`config.mk`:
```
export PLATFORM = sky130hd
export DESIGN_NAME = belt_soft_start_stop_sequencer
export DESIGN_NICKNAME = d
export VERILOG_FILES = /design/src/design/bsss_pkg.sv /design/src/design/bsss_step.sv /design/src/design/belt_soft_start_stop_sequencer.sv
export VERILOG_INCLUDE_DIRS = /design/src /design/src/design
export SDC_FILE = /design/constraint.sdc
export NUM_CORES = 1
export LEC_CHECK = 0
export ABC_AREA = 1
export BUFFER_PORTS_ARGS = -buffer_cell sky130_fd_sc_hd__buf_2
export CAP_MARGIN = 15
export CELL_PAD_IN_SITES_DETAIL_PLACEMENT = 0
export CELL_PAD_IN_SITES_GLOBAL_PLACEMENT = 2
export CORE_MARGIN = 3
export CORE_UTILIZATION = 29
export DETAILED_ROUTE_END_ITERATION = 10
export GPL_TIMING_DRIVEN = 1
export PLACE_DENSITY = 0.72
export SLEW_MARGIN = 20
export SYNTH_ARGS = -nofsm -noshare
export SYNTH_HDL_FRONTEND = slang
export SYNTH_HIERARCHICAL = 1
export SYNTH_SLANG_ARGS = --single-unit
```
`constraint.sdc`:
```
create_clock -name clock -period 9.8 [get_ports clock]
set_input_delay 0.49 -clock clock [delete_from_list [all_inputs] [get_ports clock]]
set_output_delay 0.49 -clock clock [all_outputs]
set_load 0.02 [all_outputs]
```
`src/design/belt_soft_start_stop_sequencer_macros.svh`:
```
// Assertion macros shared by the belt sequencer RTL.
`ifndef BELT_SOFT_START_STOP_SEQUENCER_MACROS_SVH
`define BELT_SOFT_START_STOP_SEQUENCER_MACROS_SVH

// Same-cycle implication, disabled during reset.
`define BSSS_ASSERT_SAME(name, clk, rst, ante, cons, msg) \
   name: assert property (@(posedge clk) disable iff (rst) (ante) |-> (cons)) \
      else $error(msg);

// Next-cycle implication, disabled during reset.
`define BSSS_ASSERT_NEXT(name, clk, rst, ante, cons, msg) \
   name: assert property (@(posedge clk) disable iff (rst) (ante) |=> (cons)) \
      else $error(msg);

`endif

```
`src/design/bsss_pkg.sv`:
```
// Types and constants for the belt soft start/stop sequencer.
package bsss_pkg;

   localparam int unsigned CNT_W  = 16;
   localparam int unsigned STEP_W = 4;
   localparam int unsigned SPD_W  = 3;
   localparam int unsigned CSR_IDX_W = 2;

   localparam logic [STEP_W-1:0] STEP_TOP = 4'd8;

   // item kinds carried in tuser
   localparam logic CMD_SENSOR = 1'b0;
   localparam logic CMD_TICK   = 1'b1;

   // register indexes
   localparam logic [CSR_IDX_W-1:0] CSR_START_DWELL = 2'd0;
   localparam logic [CSR_IDX_W-1:0] CSR_STOP_DWELL  = 2'd1;
   localparam logic [CSR_IDX_W-1:0] CSR_STOP_DELAY  = 2'd2;

   localparam logic [CNT_W-1:0] START_DWELL_RST = 16'd400;
   localparam logic [CNT_W-1:0] STOP_DWELL_RST  = 16'd400;
   localparam logic [CNT_W-1:0] STOP_DELAY_RST  = 16'd200;

   typedef struct packed {
      logic [CNT_W-1:0] start_dwell;
      logic [CNT_W-1:0] stop_dwell;
      logic [CNT_W-1:0] stop_delay;
   } cfg_type;

   typedef struct packed {
      logic [STEP_W-1:0] step;
      logic [SPD_W-1:0]  speed;
      logic              up_flag;
      logic              down_flag;
      logic              up_done;
      logic              delay_done;
      logic              delay_flag;
      logic [CNT_W-1:0]  up_count;
      logic [CNT_W-1:0]  down_count;
      logic [CNT_W-1:0]  delay_count;
   } state_type;

   typedef struct packed {
      logic              delay_active;
      logic              ramping_down;
      logic              ramping_up;
      logic              start_complete;
      logic [STEP_W-1:0] ramp_step;
      logic [SPD_W-1:0]  speed_code;
   } result_type;

   localparam int unsigned RESULT_W = $bits(result_type);

endpackage

```
`src/design/bsss_step.sv`:
```
// Next-state and result logic for one sensor or tick item.
module bsss_step (
   input  bsss_pkg::cfg_type    cfg,
   input  bsss_pkg::state_type  cur,
   input  logic                 command,
   input  logic                 sensor_blocked,
   output bsss_pkg::state_type  nxt,
   output bsss_pkg::result_type result
);

   always_comb begin
      logic [bsss_pkg::CNT_W-1:0] limit_up;
      logic [bsss_pkg::CNT_W-1:0] limit_dn;
      logic [bsss_pkg::CNT_W-1:0] up_inc;
      logic [bsss_pkg::CNT_W-1:0] dn_inc;
      logic [bsss_pkg::CNT_W-1:0] dly_inc;

      nxt = cur;
      limit_up = '0;
      limit_dn = '0;
      up_inc = '0;
      dn_inc = '0;
      dly_inc = '0;

      if (command == bsss_pkg::CMD_SENSOR) begin
         if (sensor_blocked) begin
            if (!cur.up_flag) begin
               nxt.up_flag    = 1'b1;
               nxt.down_flag  = 1'b0;
               nxt.up_done    = 1'b0;
               nxt.delay_done = 1'b0;
               nxt.delay_flag = 1'b0;
               if (cur.step != '0) begin
                  nxt.step = cur.step - 4'd1;
               end
            end
         end else begin
            if (cur.up_done) begin
               nxt.delay_flag = 1'b1;
               nxt.up_done    = 1'b0;
               nxt.up_flag    = 1'b0;
            end
            if (cur.delay_done) begin
               nxt.down_flag  = 1'b1;
               nxt.up_flag    = 1'b0;
               nxt.delay_done = 1'b0;
            end
         end
      end else begin
         // start ramp first
         if (cur.up_flag) begin
            if (cur.step == '0) begin
               nxt.speed = '0;
               nxt.step  = 4'd1;
            end else if (cur.step > 4'd7) begin
               nxt.up_count = '0;
            end else begin
               nxt.speed = (cur.step == 4'd7) ? 3'd6 : cur.step[bsss_pkg::SPD_W-1:0];
               limit_up = (cur.step == 4'd5) ? cfg.start_dwell
                                             : (cfg.start_dwell >> 2);
               up_inc = cur.up_count + 16'd1;
               nxt.up_count = up_inc;
               if (up_inc >= limit_up) begin
                  if (cur.step == 4'd7) begin
                     nxt.up_done = 1'b1;
                  end
                  nxt.step     = cur.step + 4'd1;
                  nxt.up_count = '0;
               end
            end
         end
         // stop ramp works on the step the start ramp left
         if (cur.down_flag) begin
            if (nxt.step == '0 || nxt.step > bsss_pkg::STEP_TOP) begin
               nxt.speed      = '0;
               nxt.down_count = '0;
            end else if (nxt.step == 4'd1) begin
               nxt.speed      = '0;
               nxt.step       = '0;
               nxt.down_count = '0;
               nxt.up_done    = 1'b0;
            end else begin
               nxt.speed = (nxt.step == bsss_pkg::STEP_TOP) ? 3'd6
                         : 3'(nxt.step - 4'd1);
               limit_dn = (nxt.step <= 4'd3) ? (cfg.stop_dwell >> 2)
                                             : (cfg.stop_dwell >> 1);
               dn_inc = cur.down_count + 16'd1;
               nxt.down_count = dn_inc;
               if (dn_inc >= limit_dn) begin
                  nxt.step       = nxt.step - 4'd1;
                  nxt.down_count = '0;
               end
            end
         end
         if (cur.delay_flag) begin
            dly_inc = cur.delay_count + 16'd1;
            nxt.delay_count = dly_inc;
            if (dly_inc >= cfg.stop_delay) begin
               nxt.delay_done  = 1'b1;
               nxt.delay_flag  = 1'b0;
               nxt.delay_count = '0;
            end
         end
      end
   end

   always_comb begin
      result.speed_code     = nxt.speed;
      result.ramp_step      = nxt.step;
      result.start_complete = nxt.up_done;
      result.ramping_up     = nxt.up_flag;
      result.ramping_down   = nxt.down_flag;
      result.delay_active   = nxt.delay_flag;
   end

endmodule

```
`src/design/belt_soft_start_stop_sequencer.sv`:
```
// Top level of the belt soft start/stop sequencer: item pipeline, state and registers.
//
//   channel | direction | handshake              | payload
//   req     | in        | req_tvalid/req_tready  | tuser: command; tdata: sensor_blocked
//   rsp     | out       | rsp_tvalid/rsp_tready  | tdata: result fields
//   csr     | in        | csr_we                 | csr_index, csr_wdata
//
// One item per cycle sustained while rsp_tready takes each result; each result passes the
// input register, then the result register; the state updates with the result register.
// Reset (synchronous) clears the pipeline and the sequencer state and loads the
// register defaults 400, 400 and 200.
// A stalled result holds both stages; req_tready drops only when both are full.
`include "belt_soft_start_stop_sequencer_macros.svh"

module belt_soft_start_stop_sequencer (
   input  logic        clock,
   input  logic        reset,
   input  logic        req_tvalid,
   output logic        req_tready,
   input  logic [7:0]  req_tdata,   // [0] sensor_blocked, [7:1] zero
   input  logic [0:0]  req_tuser,   // [0] command
   output logic        rsp_tvalid,
   input  logic        rsp_tready,
   // [2:0] speed_code, [6:3] ramp_step, [7] start_complete, [8] ramping_up,
   // [9] ramping_down, [10] delay_active, [15:11] zero
   output logic [15:0] rsp_tdata,
   input  logic        csr_we,
   input  logic [1:0]  csr_index,
   input  logic [15:0] csr_wdata
);

   bsss_pkg::cfg_type    cfg_ff;
   bsss_pkg::state_type  state_ff;
   bsss_pkg::state_type  state_in;
   bsss_pkg::result_type result_in;
   bsss_pkg::result_type result_ff;

   logic in_vld_ff;
   logic cmd_ff;
   logic blk_ff;
   logic out_vld_ff;
   logic advance;

   assign advance    = in_vld_ff && (!out_vld_ff || rsp_tready);
   assign req_tready = !in_vld_ff || advance;

   always_ff @(posedge clock) begin
      if (reset) begin
         cfg_ff.start_dwell <= bsss_pkg::START_DWELL_RST;
         cfg_ff.stop_dwell  <= bsss_pkg::STOP_DWELL_RST;
         cfg_ff.stop_delay  <= bsss_pkg::STOP_DELAY_RST;
      end else if (csr_we) begin
         unique case (csr_index)
            bsss_pkg::CSR_START_DWELL: cfg_ff.start_dwell <= csr_wdata;
            bsss_pkg::CSR_STOP_DWELL:  cfg_ff.stop_dwell  <= csr_wdata;
            bsss_pkg::CSR_STOP_DELAY:  cfg_ff.stop_delay  <= csr_wdata;
            default: ;
         endcase
      end
   end

   // input register
   always_ff @(posedge clock) begin
      if (reset) begin
         in_vld_ff <= 1'b0;
      end else if (req_tready) begin
         in_vld_ff <= req_tvalid;
      end
   end

   always_ff @(posedge clock) begin
      if (req_tready && req_tvalid) begin
         cmd_ff <= req_tuser[0];
         blk_ff <= req_tdata[0];
      end
   end

   bsss_step u_step (
      .cfg            (cfg_ff),
      .cur            (state_ff),
      .command        (cmd_ff),
      .sensor_blocked (blk_ff),
      .nxt            (state_in),
      .result         (result_in)
   );

   always_ff @(posedge clock) begin
      if (reset) begin
         state_ff <= '0;
      end else if (advance) begin
         state_ff <= state_in;
      end
   end

   // result register
   always_ff @(posedge clock) begin
      if (reset) begin
         out_vld_ff <= 1'b0;
      end else if (advance) begin
         out_vld_ff <= 1'b1;
      end else if (rsp_tready) begin
         out_vld_ff <= 1'b0;
      end
   end

   always_ff @(posedge clock) begin
      if (advance) begin
         result_ff <= result_in;
      end
   end

   assign rsp_tvalid = out_vld_ff;
   assign rsp_tdata  = {5'd0, result_ff};

   `BSSS_ASSERT_SAME(a_ramps_exclusive, clock, reset, 1'b1, !(state_ff.up_flag && state_ff.down_flag), "start and stop ramps armed together")
   `BSSS_ASSERT_SAME(a_step_range, clock, reset, 1'b1, state_ff.step <= bsss_pkg::STEP_TOP, "ramp step beyond top")
   `BSSS_ASSERT_NEXT(a_advance_result, clock, reset, advance, out_vld_ff, "item advanced without a result")

endmodule

```
-- Word-level counts from Yosys, hierarchy flattened
Index checks and enable logic that the tools add are counted.
- add/sub/neg operators: 6
- order comparisons: 6
- eq/ne operators: 9
- mux-type cells: 44
- bitwise gates (word level): 1
- reductions and logical operators: 19
- operators with widths (operator ; count):
    $mux 16 ; 7
    $add 16x1->16 const B ; 3
    $ge 16x16->1 ; 3
    $mux 7 ; 6
    $mux 4 ; 8
    $mux 15 ; 1
    $mux 3 ; 5
    $mux 1 ; 12
    $eq 4x3->1 const B ; 2
    $logic_not 4->1 ; 2
    $mux 2 ; 4
    $reduce_and 4->1 ; 2
    $sub 4x1->4 const B ; 2
    $reduce_and 2->1 ; 3
    $reduce_and 3->1 ; 2
    $mux 5 ; 1
    $add 4x1->4 const B ; 1
    $eq 4x1->1 const B ; 1
    $eq 4x4->1 const B ; 1
    $gt 4x3->1 const B ; 1
    $gt 4x4->1 const B ; 1
    $le 4x2->1 const B ; 1
    $reduce_bool 4->1 ; 1
    $logic_or 1x1->1 ; 3
    other kinds (10) ; 12
- register bits: 123
- input port bits: 32
- output and inout port bits: 18
- word-level logic and storage cells: 108

-- Depth between registers and ports, before layout
- depth in word-level cells: 16
- depth in mapped cells: 42
- gate-level depth less buffers: 41

-- Modules after synthesis
The synthesis kept the hierarchy.
- by module, submodules not included (module ; instances ; cells each ; area each (um^2) ; sequential area each (um^2)):
    belt_soft_start_stop_sequencer ; 1 ; 721 ; 5151.2 ; 2592.5
    bsss_step ; 1 ; 689 ; 3799.9 ; 0.0

-- Worst setup path before layout
OpenSTA, ideal clock, no wires.
- path kind: register -> register
- start point: register state_ff[57] (netlist bit)
- end point: register result_ff (netlist bit rsp_tdata[6]) (data pin)
- setup time: 0.251 ns
- data arrival time: 4.465 ns
- data required time: 9.549 ns
- path slack: 5.084 ns
- cell stages (with the launch flop): 35
- path buffers: 3
- period minus slack after synthesis: 4.716 ns
- cells stage by stage: dfxtp_1 > inv_1 > ha_1 > nand3_1 > clkbuf_1 > mux2i_1 > ha_1 > nand2_1 > inv_2 > nand2_1 > nand2_1 > nor2_1 > nand2_1 > nand2_1 > nand2_4 > a21oi_4 > nand2_4 > inv_2 > clkbuf_1 > o21ai_0 > ha_1 > nand2_1 > inv_1 > o21ai_0 > nand2_1 > nand2_1 > o211ai_1 > nand4_1 > nand3_1 > inv_2 > nor2_1 > nand3_1 > nand3_1 > nand2_1 > buf_4
- RTL lines (what ; RTL line ; RTL):
    start, declared ; belt_soft_start_stop_sequencer.sv:33 ; bsss_pkg::state_type state_ff;
    start signal, assigned ; belt_soft_start_stop_sequencer.sv:91 ; state_ff <= state_in;
    end signal, assigned ; belt_soft_start_stop_sequencer.sv:108 ; result_ff <= result_in;
    end, declared ; belt_soft_start_stop_sequencer.sv:36 ; bsss_pkg::result_type result_ff;

-- Worst setup path in the final report
- start point: register state_ff[59] (netlist bit)
- end point: register state_ff[19] (netlist bit)
- word-level cells in the longest chain between the ends: 14
- elaborated cells between the ends (all ways): 21
- those cells by class: add/sub (1); order compare (5); eq/ne (2); mux (10); reduce/logical (3)
- RTL lines (what ; RTL line ; RTL):
    $eq 4x3->1 ; bsss_step.sv:59 ; limit_up = (cur.step == 4'd5) ? cfg.start_dwell
    $mux 16 ; bsss_step.sv:59 ;
    $ge 16x16->1 ; bsss_step.sv:63 ; if (up_inc >= limit_up) begin
    $mux 4 ; bsss_step.sv:63 ;
    $mux 7 ; bsss_step.sv:55 ; end else if (cur.step > 4'd7) begin
    $mux 7 ; bsss_step.sv:52 ; if (cur.step == '0) begin
    $mux 7 (*) ; bsss_step.sv:51 ; if (cur.up_flag) begin
    $mux 7 (*) ; bsss_step.sv:25 ; if (command == bsss_pkg::CMD_SENSOR) begin
    $le 4x2->1 ; bsss_step.sv:85 ; limit_dn = (nxt.step <= 4'd3) ? (cfg.stop_dwell >> 2)
    $mux 15 ; bsss_step.sv:85 ;
    $ge 16x16->1 ; bsss_step.sv:89 ; if (dn_inc >= limit_dn) begin
    $mux 16 ; bsss_step.sv:89 ;
    $mux 16 ; bsss_step.sv:77 ; end else if (nxt.step == 4'd1) begin
    $mux 16 (*) ; bsss_step.sv:74 ; if (nxt.step == '0 || nxt.step > bsss_pkg::STEP_TOP) begin
Mark *: on every way between the ends. The rest lies on a longest branch, timed or not. The select of a mux whose other input is x is not followed.
A chain may end at the register's enable or synchronous reset.

==> flow_metrics.py <==
metrics = {
    "global_routing": {
        "grt_max_degree": 76,
        "grt_pass1_wl_microns": 38900,
        "grt_pass1_vias": 7505,
        "antenna_found_initial": 0,
        "groute.usage.overall": 0.1448,
        "grt_overflow": 0,
    },
    "critical_path": {
        "worstRegToRegCells": 33,
        "slowest_delay_ns": 0.67,
        "r2r_setup_slack_ns": 4.03,
        "reg2reg_to": "state_ff[19]",
        "critPathLaunchType": "register",
        "cp.required_ns": 10.17,
        "r2r_start": "state_ff[59]",
        "critPathKind": "register to register",
        "cp-end-kind": "register",
        "path_common_cell": "nand2_1",
        "crit_arrival_ns": 6.14,
        "slowest_stage": "nand3_1",
        "path_max_fanout": 18,
    },
    "yosys": {
        "yosys_warnings": 6,
        "netlist_area_sq_mm": 0.008912,
        "synth_cells": 1404,
        "avgSynthCellArea_sq_um": 6.348,
    },
    "drt": {
        "first_pass_iters": 5,
        "routedWlPerCell_microns": 13.11,
        "vias_per_cell": 4.436,
        "wirelength_microns": 23470,
        "ant_nets": 0,
        "drc_errors": 0,
        "num_vias": 7940,
        "drt_iter0_markers": 365,
    },
    "run": {
        "drv_cap": 0,
    },
    "cts": {
        "clk-insertion-delay-late_ns": 0.43,
        "cts_max_level": 4,
        "cts_resized": 0,
        "hold_buffers": 0,
        "cts_sinks": 122,
        "clock-root-buffer": "clkbuf_16",
        "cts_buffer_depth": 2,
        "tritoncts": "built",
        "cts_setup_buffers": 0,
        "clk_pin_slew_ns": 0.06,
        "numCtsBuffers": 17,
    },
    "min_path": {
        "hold_path_end": "cmd_ff",
        "hold_depth": 1,
        "hp-start": "req_tuser",
        "hold_path.class": "primary input to register",
    },
    "finish": {
        "layout_common_cells": "329 x nand2_1, 229 x inv_1, 169 x nor2_1",
        "nets": 1474,
        "drive_above_1_share": 0.08286,
        "area_growth_pct": 10.19,
        "final_common_cell": "nand2_1",
        "final_cell_count_no_fill": 1790,
        "n_antenna_cell": 0,
        "final_util": 0.3279,
        "fin_area_sq_mm": 0.009821,
    },
    "power_and_ir_drop": {
        "combPwrFrac": 0.191,
        "pwr-share-clk": 0.436,
        "p_int_mw": 1.060,
        "swShare": 0.3096,
        "pwr-share-seq": 0.372,
        "power_switching_uw": 475.6,
        "vdd_drop_max_mv": 0.1095,
        "p_per_area_mw_per_mm2": 156.4,
        "leakagePower_nw": 4.862,
        "finalPower_mw": 1.536,
    },
    "timing": {
        "whs_ns": 0.2467,
        "tns_ns": 0,
        "finalCritPeriodShare": 0.5892,
        "slew_violations": 0,
        "tightest_slew_ns": 0.8873,
        "period_needed_ns": 5.774,
        "rsz0062_at_grt": "no",
        "fin_ws_ns": 4.026,
        "timing.slew.headroom": 0.4068,
        "fmax_ghz": 0.1732,
        "finClkSkew_ns": 0.01851,
        "setup_violations": 0,
        "hold_viol_final": 0,
    },
    "outcome": {
        "outcome": "complete, no violations",
    },
    "place": {
        "io_buffers": 37,
        "post-place-cells": 1758,
        "place_area_sq_mm": 0.009201,
        "hpwl_microns": 16740,
        "place.gp.congestion": 0.7763,
        "preCtsSetupSlack_ns": 3.941,
    },
    "floorplan": {
        "coreArea_sq_mm": 0.02995,
        "initial_core_util": 0.2975,
        "fp.dieW_microns": 181.3,
        "ios": 50,
        "die_area_sq_mm": 0.03287,
        "fp.dieH_microns": 181.3,
        "rows": 63,
    },
}
==> layer usage <==
metal / global-route usage / vias to the layer above / part of all wire
met5: 0 / - / 0
met4: 0.03778 / 0 / 0.0079
met3: 0.02537 / 9 / 0.024
met2: 0.2236 / 77 / 0.43
met1: 0.2083 / 3490 / 0.54
li1: - / 4364 / -
==> power groups by stage <==
stage / clock network (mW) / registers (mW) / logic, mW
3_3_place_gp: 0 / 0.583 / 0.295
6_report: 0.670 / 0.572 / 0.294
3_5_place_dp: 0 / 0.583 / 0.296
4_1_cts: 0.695 / 0.572 / 0.298
5_1_grt: 0.714 / 0.577 / 0.346
2_1_floorplan: 0 / 0.572 / 0.245
==> flip-flops by register name, indices dropped and copies added (netlist names) <==
signal	cells
blk_ff	1
rsp_tdata	11
cfg_ff	47
in_vld_ff	1
state_ff	60
rsp_tvalid	1
cmd_ff	1
==> how the worst max path moves through the flow <==
stage	from	depth (start not counted)	to	slack, ns
2_1_floorplan	state_ff[57]	34	rsp_tdata[6]	5.08
3_3_place_gp	state_ff[57]	34	state_ff[19]	3.99
3_5_place_dp	state_ff[32]	37	state_ff[18]	3.94
4_1_cts	state_ff[32]	37	state_ff[18]	3.90
5_1_grt	state_ff[32]	37	state_ff[17]	3.28
6_report	state_ff[59]	33	state_ff[19]	4.03
==> worst max-delay path: cells and delay by family, from the launching register on <==
kind,cells,cell delay (ns)
AO/OA/AOI/OAI,6,0.78
adder cells (fa/ha/maj),2,0.58
buffers and inverters,5,0.75
flip-flops,1,0.58
multiplexers,1,0.38
AND/OR/NAND/NOR,19,2.58
==> final cells by class <==
class / instances / area [sq um]
well taps: 390 / 488.0
multi-input cells: 963 / 5025
clock buffers: 20 / 467.9
inverters: 243 / 913.4
clock inverters: 12 / 142.6
repair buffers: 40 / 207.7
fillers: 3366 / 20130
flip-flops and latches: 122 / 2576
Power figures use the tool's default switching activity.
